File: config.mk
export PLATFORM = sky130hd
export DESIGN_NAME = actuator_kick_cooldown_driver
export DESIGN_NICKNAME = d
export VERILOG_FILES = /design/src/sv/akcd_pkg.sv /design/src/sv/actuator_kick_cooldown_driver.sv /design/src/sv/akcd_cfg_regs.sv /design/src/sv/akcd_update.sv
export SDC_FILE = /design/constraint.sdc
export NUM_CORES = 1
export LEC_CHECK = 0
export BUFFER_PORTS_ARGS = -buffer_cell sky130_fd_sc_hd__buf_2
export CAP_MARGIN = 10
export CORE_MARGIN = 10
export CORE_UTILIZATION = 60
export DETAILED_ROUTE_END_ITERATION = 8
export PLACE_DENSITY = 0.86
export SYNTH_ARGS = -nofsm -noshare
export SYNTH_HDL_FRONTEND = slang
export SYNTH_SLANG_ARGS = --single-unit
File: constraint.sdc
create_clock -name clk -period 8.35 [get_ports clk]
set_input_delay 0.4175 -clock clk [delete_from_list [all_inputs] [get_ports clk]]
set_output_delay 0.4175 -clock clk [all_outputs]
set_load 0.02 [all_outputs]
File: src/sv/akcd_pkg.sv
// Package for the actuator kick / cooldown driver.
// Holds the shared types, command and register codes and reset values.
// No dependencies.
package akcd_pkg;

  // Actuator modes.
  typedef enum logic [1:0] {
    MODE_NONE  = 2'd0,
    MODE_WIND  = 2'd1,
    MODE_HYDRO = 2'd2,
    MODE_MIST  = 2'd3
  } mode_t;

  // Item kinds. The spare kind is handled like a time update.
  localparam logic [1:0] KIND_TIME      = 2'd0;
  localparam logic [1:0] KIND_MOTOR_ON  = 2'd1;
  localparam logic [1:0] KIND_MOTOR_OFF = 2'd2;
  localparam logic [1:0] KIND_SPARE     = 2'd3;

  // Configuration register indexes.
  localparam int unsigned CFG_IDX_W = 3;
  localparam logic [CFG_IDX_W-1:0] REG_MODE      = 3'd0;
  localparam logic [CFG_IDX_W-1:0] REG_KICK_MS   = 3'd1;
  localparam logic [CFG_IDX_W-1:0] REG_RUN_DUTY  = 3'd2;
  localparam logic [CFG_IDX_W-1:0] REG_FULL_DUTY = 3'd3;
  localparam logic [CFG_IDX_W-1:0] REG_NEB_DUTY  = 3'd4;
  localparam logic [CFG_IDX_W-1:0] REG_COOL_MS   = 3'd5;
  localparam logic [CFG_IDX_W-1:0] REG_TIMEOUT   = 3'd6;

  localparam int unsigned CFG_DATA_W = 16;

  // Reset values of the configuration registers.
  localparam logic [15:0] RST_KICK_MS   = 16'd300;
  localparam logic [7:0]  RST_RUN_DUTY  = 8'd100;
  localparam logic [7:0]  RST_FULL_DUTY = 8'd255;
  localparam logic [7:0]  RST_NEB_DUTY  = 8'd255;
  localparam logic [15:0] RST_COOL_MS   = 16'd5000;
  localparam logic [15:0] RST_TIMEOUT   = 16'd2500;

  // Valid motor-on percent range and payload lengths.
  localparam logic [7:0] PCT_MAX     = 8'd100;
  localparam logic [7:0] LEN_ON      = 8'd1;
  localparam logic [7:0] LEN_OFF     = 8'd0;

  typedef struct packed {
    mode_t       mode;
    logic [15:0] kick_ms;
    logic [7:0]  run_duty;
    logic [7:0]  full_duty;
    logic [7:0]  neb_duty;
    logic [15:0] cool_ms;
    logic [15:0] timeout_ms;
  } cfg_t;

  typedef struct packed {
    logic [1:0]  kind;
    logic [31:0] now_ms;
    logic [7:0]  percent;
    logic [7:0]  payload_length;
  } item_t;

  typedef struct packed {
    logic [6:0]  req_pct;
    logic        cmd_seen;
    logic [31:0] last_cmd_time;
    logic        motor_active;
    logic        kick_active;
    logic [31:0] kick_start;
    logic        mist_active;
    logic        cool_active;
    logic [31:0] stop_time;
    logic [7:0]  duty;
  } state_t;

  typedef struct packed {
    logic [7:0] drive_duty;
    logic       duty_changed;
    logic       actuator_on;
    logic       kicking;
    logic       cooling_down;
    logic       command_rejected;
  } result_t;

endpackage

File: src/sv/actuator_kick_cooldown_driver.sv
// Top level of the actuator kick / cooldown driver: input register, state
// register, result register. Depends on akcd_pkg, akcd_cfg_regs and akcd_update.
//
//   Port group | Direction | Handshake            | Moves
//   in_*       | in        | in_valid / in_stall   | one time stamp or command request
//   out_*      | out       | out_valid / out_stall | one result per request
//   cfg_*      | in        | cfg_valid / cfg_ready | one register write
//
// A request is registered on acceptance and evaluated from the input register;
// its result is loaded into the output register when that register advances,
// one request per cycle sustained without an output stall. The state update
// is a single pass of compares and 32-bit time differences between the input
// and result registers. Reset clears the actuator state and loads the register
// defaults. A stalled output holds its result; the input register stalls only
// while it is full and the output register is full and stalled.
module actuator_kick_cooldown_driver (
  input  logic                             clk,
  input  logic                             rst_n,

  input  logic                             in_valid,
  output logic                             in_stall,
  input  logic [1:0]                       in_kind,
  input  logic [31:0]                      in_now_ms,
  input  logic [7:0]                       in_percent,
  input  logic [7:0]                       in_payload_length,

  output logic                             out_valid,
  input  logic                             out_stall,
  output logic [7:0]                       out_drive_duty,
  output logic                             out_duty_changed,
  output logic                             out_actuator_on,
  output logic                             out_kicking,
  output logic                             out_cooling_down,
  output logic                             out_command_rejected,

  input  logic                             cfg_valid,
  output logic                             cfg_ready,
  input  logic [akcd_pkg::CFG_IDX_W-1:0]   cfg_index,
  input  logic [akcd_pkg::CFG_DATA_W-1:0]  cfg_data
);
  import akcd_pkg::*;

  cfg_t    cfg;
  item_t   item_r;
  logic    item_valid_r;
  state_t  state_r;
  state_t  state_nxt;
  result_t res_nxt;
  result_t res_r;
  logic    out_valid_r;
  logic    advance;

  akcd_cfg_regs u_cfg (
    .clk       (clk),
    .rst_n     (rst_n),
    .cfg_valid (cfg_valid),
    .cfg_ready (cfg_ready),
    .cfg_index (cfg_index),
    .cfg_data  (cfg_data),
    .cfg       (cfg)
  );

  akcd_update u_update (
    .cfg  (cfg),
    .item (item_r),
    .cur  (state_r),
    .nxt  (state_nxt),
    .res  (res_nxt)
  );

  assign advance  = !out_valid_r || !out_stall;
  assign in_stall = item_valid_r && !advance;

  always_ff @(posedge clk) begin
    if (!rst_n) begin
      item_valid_r <= 1'b0;
    end else if (!in_stall) begin
      item_valid_r <= in_valid;
    end
  end

  always_ff @(posedge clk) begin
    if (in_valid && !in_stall) begin
      item_r.kind           <= in_kind;
      item_r.now_ms         <= in_now_ms;
      item_r.percent        <= in_percent;
      item_r.payload_length <= in_payload_length;
    end
  end

  always_ff @(posedge clk) begin
    if (!rst_n) begin
      state_r <= '0;
    end else if (item_valid_r && advance) begin
      state_r <= state_nxt;
    end
  end

  always_ff @(posedge clk) begin
    if (!rst_n) begin
      out_valid_r <= 1'b0;
    end else if (advance) begin
      out_valid_r <= item_valid_r;
    end
  end

  always_ff @(posedge clk) begin
    if (item_valid_r && advance) begin
      res_r <= res_nxt;
    end
  end

  assign out_valid            = out_valid_r;
  assign out_drive_duty       = res_r.drive_duty;
  assign out_duty_changed     = res_r.duty_changed;
  assign out_actuator_on      = res_r.actuator_on;
  assign out_kicking          = res_r.kicking;
  assign out_cooling_down     = res_r.cooling_down;
  assign out_command_rejected = res_r.command_rejected;

  // A kick only runs while the motor is marked running.
  a_kick_needs_motor: assert property (@(posedge clk) disable iff (!rst_n)
    state_r.kick_active |-> state_r.motor_active)
    else $error("kick active without motor running");

  // The nebulizer is never running and cooling down at once.
  a_mist_cool_excl: assert property (@(posedge clk) disable iff (!rst_n)
    !(state_r.mist_active && state_r.cool_active))
    else $error("nebulizer running during cooldown");

  // A nonzero request always comes with a command that is still marked as seen.
  a_req_needs_cmd: assert property (@(posedge clk) disable iff (!rst_n)
    (state_r.req_pct != 7'd0) |-> state_r.cmd_seen)
    else $error("request held without a live command");

  // An evaluated request shows up as a valid result in the next cycle.
  a_eval_to_out: assert property (@(posedge clk) disable iff (!rst_n)
    (item_valid_r && advance) |=> out_valid_r)
    else $error("evaluated request lost before the output register");

  // The input side only stalls with a request waiting in the input register.
  a_stall_cause: assert property (@(posedge clk) disable iff (!rst_n)
    in_stall |-> (item_valid_r && out_valid_r))
    else $error("input stalled with nothing pending");

endmodule

File: src/sv/akcd_cfg_regs.sv
// Configuration register bank of the actuator driver.
// Depends on akcd_pkg for the register indexes, reset values and cfg_t.
module akcd_cfg_regs (
  input  logic                             clk,
  input  logic                             rst_n,
  input  logic                             cfg_valid,
  output logic                             cfg_ready,
  input  logic [akcd_pkg::CFG_IDX_W-1:0]   cfg_index,
  input  logic [akcd_pkg::CFG_DATA_W-1:0]  cfg_data,
  output akcd_pkg::cfg_t                   cfg
);
  import akcd_pkg::*;

  cfg_t cfg_r;

  assign cfg_ready = 1'b1;
  assign cfg       = cfg_r;

  always_ff @(posedge clk) begin
    if (!rst_n) begin
      cfg_r.mode       <= MODE_NONE;
      cfg_r.kick_ms    <= RST_KICK_MS;
      cfg_r.run_duty   <= RST_RUN_DUTY;
      cfg_r.full_duty  <= RST_FULL_DUTY;
      cfg_r.neb_duty   <= RST_NEB_DUTY;
      cfg_r.cool_ms    <= RST_COOL_MS;
      cfg_r.timeout_ms <= RST_TIMEOUT;
    end else if (cfg_valid && cfg_ready) begin
      unique case (cfg_index)
        REG_MODE:      cfg_r.mode       <= mode_t'(cfg_data[1:0]);
        REG_KICK_MS:   cfg_r.kick_ms    <= cfg_data;
        REG_RUN_DUTY:  cfg_r.run_duty   <= cfg_data[7:0];
        REG_FULL_DUTY: cfg_r.full_duty  <= cfg_data[7:0];
        REG_NEB_DUTY:  cfg_r.neb_duty   <= cfg_data[7:0];
        REG_COOL_MS:   cfg_r.cool_ms    <= cfg_data;
        REG_TIMEOUT:   cfg_r.timeout_ms <= cfg_data;
        default: ;
      endcase
    end
  end

endmodule

File: src/sv/akcd_update.sv
// Per-item update logic: command check, timeout, and the mode's duty update.
// Purely combinational; depends on akcd_pkg for the item, state and result types.
module akcd_update (
  input  akcd_pkg::cfg_t    cfg,
  input  akcd_pkg::item_t   item,
  input  akcd_pkg::state_t  cur,
  output akcd_pkg::state_t  nxt,
  output akcd_pkg::result_t res
);
  import akcd_pkg::*;

  logic        has_act;
  logic        rejected;
  logic        pct_ok;
  logic [31:0] cmd_age;
  logic [31:0] kick_age;
  logic [31:0] stop_age;
  state_t      s;

  assign has_act  = (cfg.mode != MODE_NONE);
  assign pct_ok   = (item.percent != 8'd0) && (item.percent <= PCT_MAX);
  assign kick_age = item.now_ms - cur.kick_start;
  assign stop_age = item.now_ms - cur.stop_time;

  always_comb begin
    s        = cur;
    rejected = 1'b0;
    cmd_age  = 32'd0;

    if (item.kind == KIND_MOTOR_ON) begin
      if (!has_act || item.payload_length != LEN_ON || !pct_ok) begin
        rejected = 1'b1;
      end else begin
        s.req_pct       = item.percent[6:0];
        s.last_cmd_time = item.now_ms;
        s.cmd_seen      = 1'b1;
      end
    end else if (item.kind == KIND_MOTOR_OFF) begin
      if (!has_act || item.payload_length != LEN_OFF) begin
        rejected = 1'b1;
      end else begin
        s.req_pct       = 7'd0;
        s.last_cmd_time = item.now_ms;
        s.cmd_seen      = 1'b1;
      end
    end

    if (!has_act) begin
      s.duty = 8'd0;
    end else begin
      // The timeout is measured from the command time as it stands after
      // this item's own command, so a zero timeout clears it at once.
      cmd_age = item.now_ms - s.last_cmd_time;
      if (s.cmd_seen && cmd_age >= {16'd0, cfg.timeout_ms}) begin
        s.cmd_seen = 1'b0;
        s.req_pct  = 7'd0;
      end

      if (cfg.mode == MODE_MIST) begin
        if (s.req_pct == 7'd0) begin
          if (s.mist_active) begin
            s.mist_active = 1'b0;
            s.cool_active = 1'b1;
            s.stop_time   = item.now_ms;
            s.duty        = 8'd0;
          end
        end else if (!s.mist_active) begin
          if (!(s.cool_active && stop_age < {16'd0, cfg.cool_ms})) begin
            s.cool_active = 1'b0;
            s.mist_active = 1'b1;
            s.duty        = cfg.neb_duty;
          end
        end
      end else begin
        if (s.req_pct == 7'd0) begin
          if (s.motor_active) begin
            s.motor_active = 1'b0;
            s.kick_active  = 1'b0;
            s.duty         = 8'd0;
          end
        end else if (!s.motor_active && cfg.mode == MODE_WIND) begin
          // Wind motor start: full-duty kick from this time stamp.
          s.motor_active = 1'b1;
          s.kick_active  = 1'b1;
          s.kick_start   = item.now_ms;
          s.duty         = cfg.full_duty;
        end else begin
          s.motor_active = 1'b1;
          if (cfg.mode == MODE_WIND) begin
            if (!(s.kick_active && kick_age < {16'd0, cfg.kick_ms})) begin
              s.kick_active = 1'b0;
              s.duty        = cfg.run_duty;
            end
          end else begin
            s.duty = cfg.full_duty;
          end
        end
      end
    end

    nxt = s;

    res.drive_duty       = s.duty;
    res.duty_changed     = (s.duty != cur.duty);
    res.actuator_on      = (cfg.mode == MODE_MIST) ? s.mist_active :
                           (has_act ? s.motor_active : 1'b0);
    res.kicking          = (cfg.mode == MODE_WIND) && s.kick_active;
    res.cooling_down     = (cfg.mode == MODE_MIST) && s.cool_active;
    res.command_rejected = rejected;
  end

endmodule
* Word-level counts from Yosys, hierarchy flattened
Cells that the tools add are included. Widths: inputs -> output; s select.
Operators by class: shift-type cells 0, magnitude comparators 4, muxes and demuxes 38, equality and inequality tests 12, divide/modulo/power cells 0, reduce and logical (&&, ||, !) cells 35, bitwise logic cells 2, $add $sub $neg 3, $mul 0
Operator list (number):
- $mux 40 | 4
- $mux 8 | 13
- $mux 32 | 3
- $sub 32x32->32 | 3
- $mux 34 | 2
- $mux 68 | 1
- $lt 32x16->1 | 2
- $mux 41 | 1
- $ge 32x16->1 | 1
- $reduce_bool 8->1 | 2
- $reduce_and 2->1 | 7
- $logic_and 1x1->1 | 10
- $mux 1 | 10
- $reduce_and 5->1 | 2
- $eq 3x3->1 const B | 3
- $le 8x7->1 const B | 1
- $mux 2 | 4
- $ne 8x1->1 const B | 1
- $ne 8x8->1 | 1
- $logic_not 1->1 | 7
- $logic_not 7->1 | 1
- $eq 3x2->1 const B | 2
- $eq 2x1->1 const B | 2
- $eq 2x2->1 const B | 2
- other kinds (5) | 9
Storage, ports and cells: memories kept 0, logic and storage cells 123, memory bits (writable) 0, bits in latches 0, bits in read-only memories 0, register bits after elaboration 255

* Depth between registers and ports, before layout
depth after elaboration 17, depth in mapped cells 32, mapped depth without buffers 29

* Modules after synthesis
From an unflattened synthesis, not the netlist that was laid out.
Unflattened totals: cells, all modules 2407, area, all modules 19484.9 um2
Modules (own cells, without submodules):
- akcd_update | times used 1, cells an instance 1549, area each 9914.5 um2, seq. area each 0.0 um2
- actuator_kick_cooldown_driver | times used 1, cells an instance 574, area each 6580.1 um2, seq. area each 4254.1 um2
- akcd_cfg_regs | times used 1, cells an instance 284, area each 2990.4 um2, seq. area each 1481.4 um2

* Least setup slack after synthesis
Ideal clock, no wire load.
kind register to register, start point register item_r[12] (netlist name), end point register res_r (netlist bit out_duty_changed), data pin, cell stages (with the launch flop) 30, library setup time 0.268 ns, path slack 1.850 ns, clock period less this slack 6.500 ns, required time 8.082 ns, arrival time 6.232 ns, path through edfxtp_1 > nor4_1 > a2111oi_0 > o21bai_1 > clkbuf_1 > buf_1 > o21ai_0 > ha_1 > fa_1 > nand2b_1 > a21oi_1 > nor3_1 > o21ai_0 > a31oi_1 > xnor2_1 > ha_1 > o2111ai_1 > nor2_1 > nand2_1 > o21ai_0 > a2111oi_0 > nand4b_1 > nor4_1 > nand4_2 > a21o_1 > buf_6 > a32o_1 > maj3_1 > a22oi_1 > nand4b_1
RTL lines:
- start: declaration | RTL line actuator_kick_cooldown_driver.sv:44 | item_t item_r;
- end signal: assignment | RTL line actuator_kick_cooldown_driver.sv:109 | res_r <= res_nxt;
- end: declaration | RTL line actuator_kick_cooldown_driver.sv:49 | result_t res_r;

==> metrics.cfg <==
[critical_path]
reg2reg_depth=27
crit_arrival_ns=7.86
cp_num_buf_inv=0
critPathTopFamily=compound AO/OA/AOI/OAI gates
crit_slowest_cell=a2111oi_0
critPathMostFrequentCell=o21ai_0
required_ns=8.67
critPathMaxFanout=25
crit_path_start_kind=flip-flop
cp.depth=27
path_class=flip-flop to flip-flop
slowest_delay_ns=0.65
crit_path_end_kind=flip-flop

[floorplanning]
start_util_pct=60.8
die_w_um=193
ios=90
die-area_mm2=0.0373
chipHeight_um=193
fp-row-count=63
core_mm2=0.0296

[status]
run_status=finished clean

[global_route]
grt_overflow_total=0
grt_pass1_wl_um=83300
antenna_found_initial=0
grt_use_total_pct=27.2
grt_max_degree=111
grt_pass1_vias=16100

[timing]
layout_min_cycle_time_ns=7.54
setup_viol=0
rsz0062_at_grt=false
drv_slew=0
relSlewSlack_pct=31.3
finalHoldViolations=0
skew_ns=0.0242
tns_ns=0
min_period_over_period_pct=90.3
max_clock_freq_mhz=133
tightest_slew_ns=1.03

[pwr]
p_leak_nw=7.76
p_per_area_mw_per_mm2=168
vdd.ir_drop.worst_uv=178

[detailed_routing]
drtAntennaViolNets=0
drt-initial-drc-count=1463
viasPerCell=6.31
top_layer=met4
dr.pass1.iters=6
wl_per_cell_um=19.5
met3_length_um=4390
drt-met1-wl_um=22800
detail_route.wirelength_um=52100
vias=16800
wl_met2_um=23300
drc=0

[synthesis]
synthSimpleGateAreaFrac_pct=20.9
avgSynthCellArea_um2=8.03
synthCells=2238
synth_xor_area_share_pct=2.68
synthAdderAreaFrac_pct=10.2
synth-compound-area-share_pct=25.8
synth_edf_count=63
ys_ff_latch=255
synth_nets=2456
synth_area_mm2=0.0180
synthFlopType=dfxtp_1
yosysSeqAreaShare_pct=31.9
ys_top_cells_by_area=dfxtp_1 21%, edfxtp_1 11%, ha_1 9.8%, nand2_1 8.8%, a21boi_0 4.6%
synth_mux_area_share_pct=2.59
synth.distinct_cells=105
async_flop_share_pct=0
yosysTopAreaCell=dfxtp_1
synth.top_cell.area_share_pct=21.4
ys_warn_count=0
synth_top_family_by_area=compound AO/OA/AOI/OAI gates

[clocking]
clk_pin_slew_ns=0.07
cts_tree=done
cts_setup_buffers=0
clk_path_buf_depth=3
clock_latency_ns=0.57
cts_resized=0
htree_num_levels=1
clock_sinks=255
hold_buffers=0
cts_root_buffer=clkbuf_16
cts_buffers=29

[finish]
syn2layout_area_growth_pct=8.55
antennaDiodeCount=0
layout-drive-gt1-share_pct=8.38
utilization_pct=66.0
nets=2475

[placed_design]
portBuffers=88
gp_congestion=1.00
hpwl_um=38900

[job]
drv_cap=0

[hold_path]
hold_depth=1
hold_class=input port to flip-flop

stage by stage:
step	instance area, µm²	instances	total power [mW]	hold WS (ns)	worst slack (ns)
finish	19500	2669	3.29	0.0209	0.811
global route	19500	2669	3.41	0.00709	0.179
CTS	19500	2669	3.28	0.00421	0.841
detailed placement	18500	2616	1.98	0.448	0.899
global placement	18500	2616	1.96	0.441	1.11
floorplan	18000	2238	1.80	0.432	1.85
cell usage after synthesis, drive strengths merged (5+ instances only):
| master | count |
|---|---|
| and2 | 11 |
| nor4 | 19 |
| a221oi | 11 |
| a21o | 40 |
| a211oi | 17 |
| buf | 39 |
| o21ai | 103 |
| o21a | 18 |
| xor2 | 22 |
| a21boi | 120 |
| nor2 | 126 |
| a21oi | 133 |
| nor3b | 7 |
| nand3 | 53 |
| o221ai | 6 |
| nand3b | 7 |
| o31ai | 8 |
| a31oi | 19 |
| a211o | 12 |
| o211a | 33 |
| nor2b | 34 |
| inv | 147 |
| xnor2 | 33 |
| o211ai | 41 |
| a2111oi | 15 |
| or3 | 9 |
| and3 | 18 |
| o21bai | 5 |
| edfxtp | 63 |
| nand2b | 29 |
| ha | 141 |
| a22oi | 11 |
| nand4 | 28 |
| nor3 | 39 |
| nand2 | 422 |
| o2111ai | 11 |
| nand4b | 7 |
| clkbuf | 75 |
| dfxtp | 192 |
| mux2i | 42 |
| o22ai | 8 |
report_power, final:
group / internal (mW) / switching [mW] / total, mW
clock network: 0.774 / 0.540 / 1.31
logic: 0.241 / 0.382 / 0.623
registers: 1.30 / 0.0436 / 1.35
total: 2.32 / 0.966 / 3.29
worst register-to-register path: cells and delay by family (launching register included):
kind,cells,cell delay (ns)
adders and majority gates,2,0.64
xor gates and xnor gates,1,0.14
DFF,1,0.42
and+or+nand+nor,9,1.39
muxes,1,0.38
AOI/OAI and AO/OA,14,4.33
flip-flops by register name, indices dropped and copies added (netlist names):
signal and flops:
state_r 116, item_valid_r 1, out_drive_duty 8, out_command_rejected 1, out_duty_changed 1, out_kicking 1, u_cfg.cfg 74, out_valid 1
item_r 50, out_cooling_down 1, out_actuator_on 1
cell type report:
| type | instances | area [µm²] |
|---|---|---|
| timing repair buffer | 102 | 548 |
| sequential | 255 | 5740 |
| tap | 390 | 488 |
| clock buffer | 38 | 801 |
| multi-input combinational | 1721 | 11200 |
| fill | 2482 | 10100 |
| inverter | 148 | 556 |
| clock inverter | 15 | 181 |
kinds of logic (layout without fill, tap and decap cells):
kind of cell    after synthesis  after routing
flops                       255            255
buf+inv                     262            303
fa+ha+maj                   145            145
mux                          46             46
simple gates                821            821
xor+xnor                     55             55
compound gates              653            653
other cells                   1              1
metal layers:
metal  global-route usage, %  vias to the layer above
met5                       0                        -
met4                    8.34                        0
met3                    4.50                      118
met2                    43.4                      730
met1                    36.9                     7942
li1                        -                     8045
final timing paths:
check / from / end / slack (ns)
setup reg to reg: item_r[9] / out_duty_changed / 0.81
hold reg to reg: state_r[66] / state_r[66] / 0.46
hold / removal: in_payload_length[1] / item_r[1] / 0.02
setup / recovery: item_r[9] / out_duty_changed / 0.81
cells in the final DEF (no fill, tap or decap), types with 27 or more instances in the layout:
cell type  instances
edfxtp_1          63
ha_1             141
nand4_1           27
o211ai_1          41
a21boi_0         111
o21ai_0           96
dfxtp_1          192
nand2b_1          28
o211a_1           33
buf_2             87
nand2_1          421
a21oi_1          129
nor2_1           123
clkbuf_16         30
inv_1            147
nor2b_1           33
nor3_1            38
mux2i_1           42
a21o_1            40
xnor2_1           33
nand3_1           53
No activity file was read; power rests on OpenSTA's default activity.
